--- src/rtl/core/assert_macros.svh ---
// Assertion macros used by the heater controller core.
`ifndef ASSERT_MACROS_SVH
`define ASSERT_MACROS_SVH

// Same-cycle implication, disabled while reset is high.
`define ASSERT_IMPLIES(label, clk, rst, cond, prop) \
   label: assert property (@(posedge clk) disable iff (rst) (cond) |-> (prop)) \
      else $error("assertion failed: same-cycle implication");

// Next-cycle implication, disabled while reset is high.
`define ASSERT_NEXT(label, clk, rst, cond, prop) \
   label: assert property (@(posedge clk) disable iff (rst) (cond) |=> (prop)) \
      else $error("assertion failed: next-cycle implication");

`endif

--- src/rtl/core/hscc_pkg.sv ---
// Package: widths, codes, constants and helper functions of the heater controller.
`default_nettype none

package hscc_pkg;

   localparam int SAMPLES_PER_AVERAGE = 20;
   localparam int PWM_PERIOD          = 40;

   localparam int BYTE_W    = 8;
   localparam int KIND_W    = 2;
   localparam int CHAN_W    = 2;
   localparam int SAMPLE_W  = 12;
   localparam int SUM_W     = 17;
   localparam int TALLY_W   = 5;
   localparam int PHASE_W   = 6;
   localparam int FRAME_W   = 3;
   localparam int DUTY_W    = 7;
   localparam int CHANNELS  = 4;
   localparam int CSR_INDEX_W = 1;

   typedef logic [BYTE_W-1:0]   byte_type;
   typedef logic [KIND_W-1:0]   kind_type;
   typedef logic [CHAN_W-1:0]   chan_type;
   typedef logic [SAMPLE_W-1:0] sample_type;
   typedef logic [SUM_W-1:0]    sum_type;
   typedef logic [TALLY_W-1:0]  tally_type;
   typedef logic [PHASE_W-1:0]  phase_type;
   typedef logic [FRAME_W-1:0]  frame_type;
   typedef logic [DUTY_W-1:0]   duty_type;
   typedef logic [CSR_INDEX_W-1:0] csr_index_type;

   // Item kinds
   localparam kind_type KIND_SPI  = 2'd0;
   localparam kind_type KIND_ADC  = 2'd1;
   localparam kind_type KIND_TICK = 2'd2;

   // SPI commands
   localparam byte_type CMD_STATUS   = 8'd1;
   localparam byte_type CMD_SET_ODD  = 8'd2;
   localparam byte_type CMD_PROBE    = 8'd3;
   localparam byte_type CMD_SET_EVEN = 8'd7;

   // Preload values
   localparam byte_type PRELOAD_ZERO = 8'd0;
   localparam byte_type PRELOAD_ACK  = 8'd3;

   // Frame positions
   localparam frame_type FRAME_IDLE  = 3'd0;
   localparam frame_type FRAME_BYTE1 = 3'd1;
   localparam frame_type FRAME_BYTE2 = 3'd2;
   localparam frame_type FRAME_BYTE3 = 3'd3;
   localparam frame_type FRAME_BYTE4 = 3'd4;

   // Configuration register indexes
   localparam csr_index_type CSR_VERSION = 1'd0;
   localparam csr_index_type CSR_PROBE   = 1'd1;

   localparam byte_type VERSION_RESET = 8'd7;
   localparam byte_type PROBE_RESET   = 8'd2;
   localparam byte_type CURRENT_RESET [CHANNELS] = '{8'd15, 8'd25, 8'd35, 8'd45};

   localparam tally_type TALLY_LIMIT = TALLY_W'(SAMPLES_PER_AVERAGE);
   localparam phase_type PHASE_LAST  = PHASE_W'(PWM_PERIOD - 1);

   // Current scaling: floor(sum * 99 / (4096 * N)) through a ceiling reciprocal
   localparam longint CURRENT_GAIN   = 99;
   localparam longint ADC_FULL_SCALE = 4096;
   localparam longint AVG_DIVISOR    = ADC_FULL_SCALE * SAMPLES_PER_AVERAGE;
   localparam longint PROD_MAX       = ((longint'(1) << SUM_W) - 1) * CURRENT_GAIN;
   localparam int     PROD_W         = $clog2(PROD_MAX + 1);
   localparam int     AVG_SHIFT      = PROD_W + $clog2(AVG_DIVISOR);
   localparam longint AVG_RECIP      =
      ((longint'(1) << AVG_SHIFT) + AVG_DIVISOR - 1) / AVG_DIVISOR;
   localparam int     RECIP_W        = $clog2(AVG_RECIP + 1);
   localparam int     SCALED_W       = PROD_W + RECIP_W;

   typedef logic [PROD_W-1:0] prod_type;

   // Duty: floor(setting * 2 / 5) as (setting * 410) >> 10, exact for 8-bit settings
   localparam int DUTY_MUL   = 410;
   localparam int DUTY_SHIFT = 10;
   localparam int DUTY_P_W   = 17;

   function automatic duty_type duty_of(input byte_type setting);
      logic [DUTY_P_W-1:0] p;
      p = DUTY_P_W'(setting) * DUTY_P_W'(DUTY_MUL);
      return DUTY_W'(p >> DUTY_SHIFT);
   endfunction

   function automatic byte_type current_of(input prod_type prod);
      logic [SCALED_W-1:0] scaled;
      scaled = SCALED_W'(prod) * SCALED_W'(AVG_RECIP);
      return BYTE_W'(scaled >> AVG_SHIFT);
   endfunction

endpackage

`default_nettype wire

--- src/rtl/core/hscc_channels.sv ---
// Interfaces: request and response channels of the heater controller.
`default_nettype none

interface hscc_req_if import hscc_pkg::*; ();
   logic       valid;
   logic       ready;
   kind_type   kind;
   byte_type   rx_byte;
   chan_type   adc_channel;
   sample_type adc_sample;

   modport source (output valid, output kind, output rx_byte, output adc_channel,
                   output adc_sample, input ready);
   modport sink   (input valid, input kind, input rx_byte, input adc_channel,
                   input adc_sample, output ready);
endinterface

interface hscc_rsp_if import hscc_pkg::*; ();
   logic                valid;
   logic                ready;
   byte_type            tx_byte;
   logic                tx_renewed;
   logic [CHANNELS-1:0] heater_levels;
   logic                current_updated;

   modport source (output valid, output tx_byte, output tx_renewed,
                   output heater_levels, output current_updated, input ready);
   modport sink   (input valid, input tx_byte, input tx_renewed,
                   input heater_levels, input current_updated, output ready);
endinterface

`default_nettype wire

--- src/rtl/core/heater_spi_command_controller_core.sv ---
// Top level: SPI command decoder, ADC averaging and PWM heater outputs.
// A request word is registered in the input stage, then executes into the response register.
// Throughput: one word per cycle while responses drain, set by the single execute stage that
// updates the controller state. An averaged current byte passes the pending-average register
// on its way; a read while it is pending takes the forwarded value, so no word ever waits for it.
// Reset (synchronous, active high) restores the control state and empties all pipeline stages.
`default_nettype none
`include "assert_macros.svh"

module heater_spi_command_controller_core import hscc_pkg::*; (
   input  wire logic          clock,
   input  wire logic          reset,
   hscc_req_if.sink           req_bus,
   hscc_rsp_if.source         rsp_bus,
   input  wire logic          csr_write_enable,
   input  wire csr_index_type csr_index,
   input  wire byte_type      csr_write_data
);

   // Configuration registers
   byte_type version_ff, version_in;
   byte_type probe_ff,   probe_in;

   // Input stage
   logic       in_valid_ff, in_valid_in;
   kind_type   in_kind_ff;
   byte_type   in_rx_ff;
   chan_type   in_chan_ff;
   sample_type in_sample_ff;

   // Controller state
   frame_type frame_ff,   frame_in;
   byte_type  command_ff, command_in;
   byte_type  preload_ff, preload_in;
   phase_type phase_ff,   phase_in;
   duty_type  duty_ff    [CHANNELS];
   duty_type  duty_in    [CHANNELS];
   byte_type  current_ff [CHANNELS];
   byte_type  current_in [CHANNELS];
   sum_type   sum_ff     [CHANNELS];
   sum_type   sum_in     [CHANNELS];
   tally_type tally_ff   [CHANNELS];
   tally_type tally_in   [CHANNELS];

   // Average in flight: scaled product waiting for its final divide
   logic     pend_valid_ff, pend_valid_in;
   chan_type pend_chan_ff,  pend_chan_in;
   prod_type pend_prod_ff,  pend_prod_in;
   byte_type pend_current;
   byte_type current_fwd [CHANNELS];

   // Response register
   logic                rsp_valid_ff, rsp_valid_in;
   byte_type            rsp_tx_ff;
   logic                rsp_renewed_ff, rsp_renewed_in;
   logic [CHANNELS-1:0] rsp_levels_ff,  rsp_levels_in;
   logic                rsp_updated_ff, rsp_updated_in;

   logic advance;
   logic exec_fire;
   logic req_fire;
   logic tally_ok;

   // Pipeline control: the execute stage moves whenever the response register frees up
   assign advance   = !rsp_valid_ff || rsp_bus.ready;
   assign exec_fire = in_valid_ff && advance;
   assign req_bus.ready = !in_valid_ff || advance;
   assign req_fire  = req_bus.valid && req_bus.ready;

   assign in_valid_in  = req_fire ? 1'b1 : (exec_fire ? 1'b0 : in_valid_ff);
   assign rsp_valid_in = exec_fire ? 1'b1 : (rsp_bus.ready ? 1'b0 : rsp_valid_ff);

   // Configuration writes
   always_comb begin
      version_in = version_ff;
      probe_in   = probe_ff;
      if (csr_write_enable) begin
         unique case (csr_index)
            CSR_VERSION: version_in = csr_write_data;
            CSR_PROBE:   probe_in   = csr_write_data;
            default:     ;
         endcase
      end
   end

   // Finish the divide of the pending average and forward it to readers
   assign pend_current = current_of(pend_prod_ff);

   always_comb begin
      for (int k = 0; k < CHANNELS; k++) begin
         current_in[k]  = current_ff[k];
         current_fwd[k] = current_ff[k];
         if (pend_valid_ff && pend_chan_ff == CHAN_W'(k)) begin
            current_in[k]  = pend_current;
            current_fwd[k] = pend_current;
         end
      end
   end

   // Execute: one item updates the state and builds its response word
   always_comb begin
      frame_type pos;
      sum_type   total;
      tally_type tally_next;

      pos        = frame_ff + FRAME_W'(1);
      total      = sum_ff[in_chan_ff] + SUM_W'(in_sample_ff);
      tally_next = tally_ff[in_chan_ff] + TALLY_W'(1);

      frame_in       = frame_ff;
      command_in     = command_ff;
      preload_in     = preload_ff;
      phase_in       = phase_ff;
      duty_in        = duty_ff;
      sum_in         = sum_ff;
      tally_in       = tally_ff;
      pend_valid_in  = 1'b0;
      pend_chan_in   = in_chan_ff;
      pend_prod_in   = PROD_W'(PROD_W'(total) * PROD_W'(CURRENT_GAIN));
      rsp_renewed_in = 1'b0;
      rsp_updated_in = 1'b0;

      if (exec_fire) begin
         unique case (in_kind_ff)
            KIND_SPI: begin
               frame_in = pos;
               unique case (pos)
                  FRAME_BYTE1: begin
                     // Status and odd-channel write commands answer with zero, all others with the version
                     preload_in = (command_ff == CMD_STATUS || command_ff == CMD_SET_ODD)
                                  ? PRELOAD_ZERO : version_ff;
                     rsp_renewed_in = 1'b1;
                  end
                  FRAME_BYTE2: begin
                     command_in = in_rx_ff;
                     unique case (in_rx_ff) inside
                        CMD_STATUS: begin
                           preload_in = PRELOAD_ZERO;
                           rsp_renewed_in = 1'b1;
                        end
                        CMD_SET_ODD: begin
                           preload_in = PRELOAD_ACK;
                           rsp_renewed_in = 1'b1;
                        end
                        CMD_PROBE: begin
                           preload_in = probe_ff;
                           rsp_renewed_in = 1'b1;
                        end
                        default: ;
                     endcase
                  end
                  FRAME_BYTE3: begin
                     unique case (command_ff) inside
                        CMD_STATUS, CMD_PROBE: begin
                           preload_in = PRELOAD_ZERO;
                           rsp_renewed_in = 1'b1;
                        end
                        CMD_SET_ODD: begin
                           duty_in[0] = duty_of(in_rx_ff);
                           preload_in = current_fwd[0];
                           rsp_renewed_in = 1'b1;
                        end
                        CMD_SET_EVEN: begin
                           duty_in[1] = duty_of(in_rx_ff);
                           preload_in = current_fwd[1];
                           rsp_renewed_in = 1'b1;
                        end
                        default: ;
                     endcase
                  end
                  FRAME_BYTE4: begin
                     frame_in = FRAME_IDLE;
                     unique case (command_ff) inside
                        CMD_STATUS: begin
                           preload_in = PRELOAD_ZERO;
                           rsp_renewed_in = 1'b1;
                        end
                        CMD_SET_ODD: begin
                           duty_in[2] = duty_of(in_rx_ff);
                           preload_in = current_fwd[2];
                           rsp_renewed_in = 1'b1;
                        end
                        CMD_SET_EVEN: begin
                           duty_in[3] = duty_of(in_rx_ff);
                           preload_in = current_fwd[3];
                           rsp_renewed_in = 1'b1;
                        end
                        default: ;
                     endcase
                  end
                  default: begin
                     // Out of frame: drop back to idle, renew nothing
                     frame_in = FRAME_IDLE;
                  end
               endcase
            end
            KIND_ADC: begin
               if (tally_next >= TALLY_LIMIT) begin
                  // Average complete: hand the product to the divide stage, clear the channel
                  sum_in[in_chan_ff]   = '0;
                  tally_in[in_chan_ff] = '0;
                  pend_valid_in  = 1'b1;
                  rsp_updated_in = 1'b1;
               end else begin
                  sum_in[in_chan_ff]   = total;
                  tally_in[in_chan_ff] = tally_next;
               end
            end
            KIND_TICK: begin
               phase_in = (phase_ff >= PHASE_LAST) ? '0 : phase_ff + PHASE_W'(1);
            end
            default: ;
         endcase
      end
   end

   // Heater levels from the updated duty and phase
   always_comb begin
      for (int k = 0; k < CHANNELS; k++) begin
         rsp_levels_in[k] = DUTY_W'(phase_in) < duty_in[k];
      end
   end

   // Control registers
   always_ff @(posedge clock) begin
      if (reset) begin
         version_ff    <= VERSION_RESET;
         probe_ff      <= PROBE_RESET;
         in_valid_ff   <= 1'b0;
         rsp_valid_ff  <= 1'b0;
         pend_valid_ff <= 1'b0;
         frame_ff      <= FRAME_IDLE;
         command_ff    <= '0;
         preload_ff    <= '0;
         phase_ff      <= '0;
         for (int k = 0; k < CHANNELS; k++) begin
            duty_ff[k]    <= '0;
            current_ff[k] <= CURRENT_RESET[k];
            sum_ff[k]     <= '0;
            tally_ff[k]   <= '0;
         end
      end else begin
         version_ff    <= version_in;
         probe_ff      <= probe_in;
         in_valid_ff   <= in_valid_in;
         rsp_valid_ff  <= rsp_valid_in;
         pend_valid_ff <= pend_valid_in;
         frame_ff      <= frame_in;
         command_ff    <= command_in;
         preload_ff    <= preload_in;
         phase_ff      <= phase_in;
         duty_ff       <= duty_in;
         current_ff    <= current_in;
         sum_ff        <= sum_in;
         tally_ff      <= tally_in;
      end
   end

   // Payload registers: load on acceptance or execution, hold otherwise; the pending average loads every cycle
   always_ff @(posedge clock) begin
      if (req_fire) begin
         in_kind_ff   <= req_bus.kind;
         in_rx_ff     <= req_bus.rx_byte;
         in_chan_ff   <= req_bus.adc_channel;
         in_sample_ff <= req_bus.adc_sample;
      end
      if (exec_fire) begin
         rsp_tx_ff      <= preload_in;
         rsp_renewed_ff <= rsp_renewed_in;
         rsp_levels_ff  <= rsp_levels_in;
         rsp_updated_ff <= rsp_updated_in;
      end
      pend_chan_ff <= pend_chan_in;
      pend_prod_ff <= pend_prod_in;
   end

   assign rsp_bus.valid           = rsp_valid_ff;
   assign rsp_bus.tx_byte         = rsp_tx_ff;
   assign rsp_bus.tx_renewed      = rsp_renewed_ff;
   assign rsp_bus.heater_levels   = rsp_levels_ff;
   assign rsp_bus.current_updated = rsp_updated_ff;

   // Every channel's sample count stays below the averaging length
   assign tally_ok = tally_ff[0] < TALLY_LIMIT && tally_ff[1] < TALLY_LIMIT
                     && tally_ff[2] < TALLY_LIMIT && tally_ff[3] < TALLY_LIMIT;

   // Checks
   `ASSERT_NEXT(a_rsp_after_exec, clock, reset, exec_fire, rsp_valid_ff)
   `ASSERT_NEXT(a_pend_after_average, clock, reset, exec_fire && rsp_updated_in, pend_valid_ff)
   `ASSERT_IMPLIES(a_frame_in_range, clock, reset, 1'b1, frame_ff <= FRAME_BYTE3)
   `ASSERT_IMPLIES(a_phase_in_range, clock, reset, 1'b1, phase_ff <= PHASE_LAST)
   `ASSERT_IMPLIES(a_tally_in_range, clock, reset, 1'b1, tally_ok)

endmodule

`default_nettype wire
--- src/flat_wrapper.sv ---
// flat-port wrapper written by rule: the top's interface ports become plain ports
module heater_spi_command_controller_core_flat import hscc_pkg::*;
  (clock, reset, csr_write_enable, csr_index, csr_write_data, req_bus_valid, req_bus_kind, req_bus_rx_byte, req_bus_adc_channel, req_bus_adc_sample, req_bus_ready, rsp_bus_valid, rsp_bus_tx_byte, rsp_bus_tx_renewed, rsp_bus_heater_levels, rsp_bus_current_updated, rsp_bus_ready);
  hscc_req_if req_bus_i ();
  hscc_rsp_if rsp_bus_i ();
  input  wire logic clock;
  input  wire logic reset;
  input  wire logic csr_write_enable;
  input  wire csr_index_type csr_index;
  input  wire byte_type csr_write_data;
  input wire logic [$bits(req_bus_i.valid)-1:0] req_bus_valid;
  input wire logic [$bits(req_bus_i.kind)-1:0] req_bus_kind;
  input wire logic [$bits(req_bus_i.rx_byte)-1:0] req_bus_rx_byte;
  input wire logic [$bits(req_bus_i.adc_channel)-1:0] req_bus_adc_channel;
  input wire logic [$bits(req_bus_i.adc_sample)-1:0] req_bus_adc_sample;
  output wire logic [$bits(req_bus_i.ready)-1:0] req_bus_ready;
  output wire logic [$bits(rsp_bus_i.valid)-1:0] rsp_bus_valid;
  output wire logic [$bits(rsp_bus_i.tx_byte)-1:0] rsp_bus_tx_byte;
  output wire logic [$bits(rsp_bus_i.tx_renewed)-1:0] rsp_bus_tx_renewed;
  output wire logic [$bits(rsp_bus_i.heater_levels)-1:0] rsp_bus_heater_levels;
  output wire logic [$bits(rsp_bus_i.current_updated)-1:0] rsp_bus_current_updated;
  input wire logic [$bits(rsp_bus_i.ready)-1:0] rsp_bus_ready;
  assign req_bus_i.valid = req_bus_valid;
  assign req_bus_i.kind = req_bus_kind;
  assign req_bus_i.rx_byte = req_bus_rx_byte;
  assign req_bus_i.adc_channel = req_bus_adc_channel;
  assign req_bus_i.adc_sample = req_bus_adc_sample;
  assign req_bus_ready = req_bus_i.ready;
  assign rsp_bus_valid = rsp_bus_i.valid;
  assign rsp_bus_tx_byte = rsp_bus_i.tx_byte;
  assign rsp_bus_tx_renewed = rsp_bus_i.tx_renewed;
  assign rsp_bus_heater_levels = rsp_bus_i.heater_levels;
  assign rsp_bus_current_updated = rsp_bus_i.current_updated;
  assign rsp_bus_i.ready = rsp_bus_ready;
  heater_spi_command_controller_core u_core (.clock(clock), .reset(reset), .req_bus(req_bus_i), .rsp_bus(rsp_bus_i), .csr_write_enable(csr_write_enable), .csr_index(csr_index), .csr_write_data(csr_write_data));
endmodule
--- config.mk ---
export PLATFORM = sky130hd
export DESIGN_NAME = heater_spi_command_controller_core_flat
export DESIGN_NICKNAME = d
export VERILOG_FILES = /design/src/rtl/core/hscc_pkg.sv /design/src/rtl/core/hscc_channels.sv /design/src/rtl/core/heater_spi_command_controller_core.sv /design/src/flat_wrapper.sv
export VERILOG_INCLUDE_DIRS = /design/src /design/src/rtl/core
export SDC_FILE = /design/constraint.sdc
export NUM_CORES = 1
export LEC_CHECK = 0
export BUFFER_PORTS_ARGS = -buffer_cell sky130_fd_sc_hd__buf_2
export CORE_MARGIN = 2
export CORE_UTILIZATION = 55
export CTS_BUF_LIST = sky130_fd_sc_hd__clkbuf_16
export CTS_CLUSTER_SIZE = 25
export DETAILED_ROUTE_END_ITERATION = 10
export PLACE_DENSITY_LB_ADDON = 0.05
export SKIP_LAST_GASP = 1
export SYNTH_ARGS = -nofsm -noshare
export SYNTH_HDL_FRONTEND = slang
export SYNTH_SLANG_ARGS = --single-unit
--- constraint.sdc ---
create_clock -name clock -period 7.1 [get_ports clock]
set_input_delay 0.355 -clock clock [delete_from_list [all_inputs] [get_ports clock]]
set_output_delay 0.355 -clock clock [all_outputs]
set_load 0.02 [all_outputs]
# After elaboration in Yosys (flattened, before gate mapping)
# Cells that the tools add are included.
# op_classes
n_shift	0
reduce_logical	27
magnitude_cmp	8
multipliers	3
div	0
n_mux	47
n_addsub	4
n_bitwise	7
eq_ne	16
# ops
operator	n
$pmux 8 s3	3
$and 68x68->68	1
$bwmux 68	1
$mux 68	1
$not 68->68	1
$mux 28	2
$mux 8	7
$mux 17	3
$mul 24x24->48 const B	1
$bmux 17 s2	1
$demux 17 s2	1
$eq 8x2->1 const B	4
$pmux 8 s4	1
$lt 6x7->1	4
$mux 14	2
$mux 7	4
$mul 17x7->24 const B	1
$and 20x20->20	1
$bwmux 20	1
$mux 20	1
$not 20->20	1
$mux 6	3
$add 17x12->17	1
$eq 8x1->1 const B	2
other kinds (32)	64
# totals
reg_bits	256
wordCells	147
inputBits	38
latchBits	0
mem_count	0
romBits	0
mem_bits_rw	0

# Longest topological paths before layout
# logic_depth
depth_word	8
ltp_mapped	26
mapped_depth_nobuf	24

# Least setup slack after synthesis
# Ideal clock, no wire load.
# synth_timing
path_type	flip-flop to flip-flop
startpoint	register u_core.in_chan_ff[0]
endpoint	register u_core.pend_prod_ff[22]
synth_period_minus_slack_ns	6.807
arrival_time_ns	6.735
path_stages_with_launch	25
path_slack_ns	0.293
cell_sequence	edfxtp_1 buf_2 clkbuf_1 buf_1 mux4_2 ha_1 a21oi_1 o21bai_1 a21oi_1 o21bai_1 a21o_1 o211a_1 clkbuf_1 xor2_1 fa_1 ha_1 fa_1 ha_1 a21o_1 a21oi_1 nand2_1 o31ai_1 o2111ai_1 a21oi_1 xnor2_1
# synth_between
elab_chain_cells	6
# synth_rtl
element	line_no	source
from (decl)	heater_spi_command_controller_core.sv:28	chan_type in_chan_ff;
from (signal assigned)	heater_spi_command_controller_core.sv:264	in_chan_ff <= req_bus.adc_channel;
$not 2->3 (implied by the code)	heater_spi_command_controller_core.sv:107	total = sum_ff[in_chan_ff] + SUM_W'(in_sample_ff);
$bmux 17 s2	heater_spi_command_controller_core.sv:107	
$mux 17 (implied by the code) (2 in series)	heater_spi_command_controller_core.sv:107	
$add 17x12->17	heater_spi_command_controller_core.sv:107	
$mul 17x7->24	heater_spi_command_controller_core.sv:119	pend_prod_in = PROD_W'(PROD_W'(total) * PROD_W'(CURRENT_GAIN));
net u_core.pend_prod_in[22]	heater_spi_command_controller_core.sv:48	prod_type pend_prod_ff, pend_prod_in;
to (signal assigned)	heater_spi_command_controller_core.sv:274	pend_prod_ff <= pend_prod_in;
to (decl)	heater_spi_command_controller_core.sv:48	
# The timed path passes the listed nets, and every way through them passes these cells. The select of a mux whose other input is x is not followed.
# A chain may end at the register's enable or synchronous reset.

# Worst setup path in the final report
# layout_timing
startpoint	register u_core.pend_prod_ff[16]
endpoint	register u_core.rsp_tx_ff[3] (netlist: u_core.rsp_bus.tx_byte[3]), data pin
# layout_between
elab_chain_cells	6
# layout_rtl
element	line_no	source
$mul 24x24->48 (*)	hscc_pkg.sv:92	scaled = SCALED_W'(prod) * SCALED_W'(AVG_RECIP);
$mux 8	n/a	
$pmux 8 s3, on equally long branches	heater_spi_command_controller_core.sv:173, heater_spi_command_controller_core.sv:153	
$pmux 8 s4 (*)	heater_spi_command_controller_core.sv:127	unique case (pos)
$mux 8 (*)	heater_spi_command_controller_core.sv:124	unique case (in_kind_ff)
$mux 8 (*)	heater_spi_command_controller_core.sv:123	if (exec_fire) begin
net u_core.preload_in[3]	heater_spi_command_controller_core.sv:34	byte_type preload_ff, preload_in;
to (signal assigned)	heater_spi_command_controller_core.sv:268	rsp_tx_ff <= preload_in;
to (decl)	heater_spi_command_controller_core.sv:54	byte_type rsp_tx_ff;
# Mark *: on every way through the listed nets, which the timed path passes. The rest lies on a longest branch.

==> results.md <==
- Yosys warns: 0
- DRC: 0
- Worst Setup Start Kind: flop
- Placed cells: 3370
- Met2 usage: 44.28%
- Vias in the first global route: 19680
- Worst path arrival time: 7.13 ns
- Status: complete, no violations
- Sequential area share after synthesis: 21.84%
- Total wire length: 65300 µm
- Via-to-Cell Ratio: 5.730
- Beginning of the worst hold path: csr_write_data[7]
- CP bufs+invs: 4
- Post-Syn Instances: 2714
- Ranking of synthesized cells by area: ha_1 21%, fa_1 19%, dfxtp_1 17%, inv_1 6.1%, edfxtp_1 4.5%
- First-pass GRT wire length: 105200 µm
- Antenna violation net count after detailed routing: 0
- Met1 Track Usage GR: 40.95%
- Die H: 218.1 µm
- Highest clock rate: 146.8 MHz
- Synth-to-layout area growth: 10.92%
- Fin nets: 3529
- Final hold violation count: 0
- Critical path endpoint category: flop
- Netlist Area Pre-Place: 25210 µm²
- Post-route clock skew: 0.02768 ns
- CTS sink cnt: 256
- Worst r2r dst: u_core.rsp_bus.tx_byte[3]
- Placed Area: 26590 µm²
- Slowest-stage cell, CP: fa_1
- Initial DRT Pass Iterations: 6
- Initial Util: 55.68%
- Clock-pin slew on the worst setup and hold paths: 0.06 ns
- GRT met3 Usage: 3.173%
- Routed via count: 19800
- Crit path kind: flop to flop
- Setup violators final: 0
- Cell Rows: 78
- Asr flop ratio synth: 0%
- Most Used Layer, Global Route: met2
- Endpoint, Worst Hold: u_core.version_ff[7]
- Gr usage total: 27.85%
- Share of cells above drive strength 1: 9.002%
- Final Instance Count excl. Fillers: 3456
- Core Box Area: 45280 µm²
- R2R depth: 20
- Period utilisation layout: 95.94%
- Adder-cell area share of the yosys netlist: 39.96%
- Area leader, netlist: ha_1
- Headroom to the max-slew limit: 25.84%
- Synth Area in XOR/XNOR: 2.710%
- Syn_area_per_cell: 9.289 µm²
- Count leader, synth: ha_1
- Post-Syn Nets: 3412
- Worst path cell trace: ha_1 -> fa_1 -> inv_1 -> fa_1 -> fa_1 -> inv_1 -> fa_1 -> fa_1 -> inv_1 -> fa_1 -> inv_1 -> ha_1 -> a22o_1 -> o41a_1 -> o31a_1 -> or3_1 -> nand3_1 -> o21ai_0 -> a31oi_1 -> a21oi_1
- Synth Register Bits: 256
- Dominant synthesized flop cell: dfxtp_1
- Largest net degree at the start of global routing: 87
- Reg2Reg Setup Slack: 0.29 ns
- HP Class: primary input to flop
- Synth cell types: 84
- Initial antenna violation count: 0
- Synth cell count leaders: 418 x ha_1, 408 x inv_1, 273 x nand2_1
- Hold Path Stages: 3
- IO Count: 54
- Min Clock Period, post-route: 6.812 ns
- Fin Setup TNS: 0 ns
- Clock Tree Buf Depth: 3
- Simple-gate share of the synthesized area: 12.45%
- Chip width: 218.1 µm
- Cell family with most CP delay: adder cells
- CP Data Required Time: 7.41 ns
- Die area: 47570 µm²
- Total grt overflow: 0
- Number of synthesized flops with an enable pin: 38
- Final Max Tran Viols: 0
- Final HPWL DP: 51880 µm
- CP peak stage delay: 0.55 ns
- Crit Path Max Fanout: 6
- CTS tree: built
- Final Cell Area: 27970 µm²
- Root Buffer: clkbuf_16
- Least-Margin Pin Slew: 1.112 ns
- GP Congestion: 0.9528
- CTS Buf Count: 30
- Crit-path most repeated cell: fa_1
- Post-synthesis compound-gate area fraction: 12.42%
- Post-synthesis mux area share: 3.057%
- Largest family of logic cells by synthesized area: adder cells
- Reg2reg start: u_core.pend_prod_ff[16]
- Port Buffer Count: 53
- Yosys top cell area share: 20.74%
- Avg WL per Cell: 18.90 µm
- H-tree depth: 1
- Worst-Skew Late Latency: 0.57 ns
- DR iter-0 viols: 1396
- Max-cap violations: 0
-- tightest hold or removal path: cells and delay by family --
family / cells / cell delay, ns
buffers and inverters: 1 / 0.11
and+or+nand+nor: 1 / 0.05
AOI/OAI and AO/OA: 1 / 0.05
-- through the flow --
| step | hold WS, ns | util, % | setup slack [ns] |
|---|---|---|---|
| after detailed placement | 0.4442 | 58.71 | 0.1816 |
| after floorplan | 0.3762 | - | 0.2926 |
| after global routing | 0.04088 | 61.75 | -0.03720 |
| final | 0.03555 | 61.76 | 0.2879 |
| after global placement | 0.4386 | 58.71 | 0.2548 |
| after CTS | 0.01141 | 61.56 | 0.1735 |
-- state kept, by name (all words and copies together), names as in the netlist --
register and cells:
u_core.probe_ff 8, u_core.rsp_bus.valid 1, u_core.rsp_bus.current_updated 1, u_core.preload_ff 8, u_core.in_kind_ff 2, u_core.phase_ff 6, u_core.rsp_bus.heater_levels 4, u_core.in_chan_ff 2
u_core.tally_ff 20, u_core.pend_chan_ff 2, u_core.in_sample_ff 12, u_core.pend_prod_ff 24, u_core.pend_valid_ff 1, u_core.duty_ff 28, u_core.frame_ff 3, u_core.rsp_bus.tx_byte 8
u_core.version_ff 8, u_core.rsp_bus.tx_renewed 1, u_core.sum_ff 68, u_core.current_ff 32, u_core.in_rx_ff 8, u_core.command_ff 8, u_core.in_valid_ff 1
-- kinds of logic (layout without fill, tap and decap cells) --
family,count (synthesis),count (layout)
and+or+nand+nor,678,678
adders and majority gates,660,660
buffers and inverters,501,642
AOI/OAI and AO/OA,492,492
DFF,256,256
xor gates and xnor gates,78,78
muxes,49,49
other,0,1
-- timing repair --
| action | 4_1_cts | 5_1_grt |
|---|---|---|
| gates resized for setup | 0 | 20 |
| buffers inserted | 0 | 1 |
| hold buffers | 28 | 0 |
| endpoints found under the hold margin | 28 | 0 |
| setup endpoints to repair | 0 | 15 |
-- worst max path at each step --
stage	cells past startpoint	end	from	slack, ns
5_1_grt	21	u_core.rsp_bus.tx_byte[2]	u_core.pend_prod_ff[4]	-0.04
4_1_cts	22	u_core.rsp_bus.tx_byte[2]	u_core.pend_prod_ff[1]	0.17
2_1_floorplan	24	u_core.pend_prod_ff[22]	u_core.in_chan_ff[0]	0.29
6_report	20	u_core.rsp_bus.tx_byte[3]	u_core.pend_prod_ff[16]	0.29
3_3_place_gp	22	u_core.rsp_bus.tx_byte[2]	u_core.pend_prod_ff[1]	0.25
3_5_place_dp	22	u_core.rsp_bus.tx_byte[2]	u_core.pend_prod_ff[1]	0.18
-- placed cells by master, fill, tap and decap left out, drive strengths merged, types with 22 or more instances in the layout --
| cell | count |
|---|---|
| a211oi | 27 |
| a21o | 33 |
| a21oi | 191 |
| and2 | 24 |
| buf | 149 |
| clkbuf | 33 |
| dfxtp | 218 |
| dlygate4sd3 | 28 |
| edfxtp | 38 |
| fa | 242 |
| ha | 418 |
| inv | 418 |
| mux2i | 23 |
| mux4 | 22 |
| nand2 | 273 |
| nand2b | 25 |
| nand3 | 115 |
| nor2 | 119 |
| nor3 | 41 |
| o21ai | 83 |
| xnor2 | 45 |
| xor2 | 33 |
-- cell type report --
type | instances | area [µm²]
Clock inverter | 23 | 182.7
Inverter | 409 | 1535
Timing Repair Buffer | 177 | 1269
Tap cell | 600 | 750.7
Fill cell | 4004 | 17320
Multi-Input combinational cell | 1957 | 17890
Clock buffer | 33 | 825.8
Antenna cell | 1 | 2.502
Sequential cell | 256 | 5508
-- metal layers --
layer,part of all wire [%],vias up
met5,0,-
met4,1.7,0
met3,5.0,84
met2,45,486
met1,48,9754
li1,-,9478
Power is not shown: default switching activity piles up to over one toggle a cycle in this logic, so the estimate is an artifact.
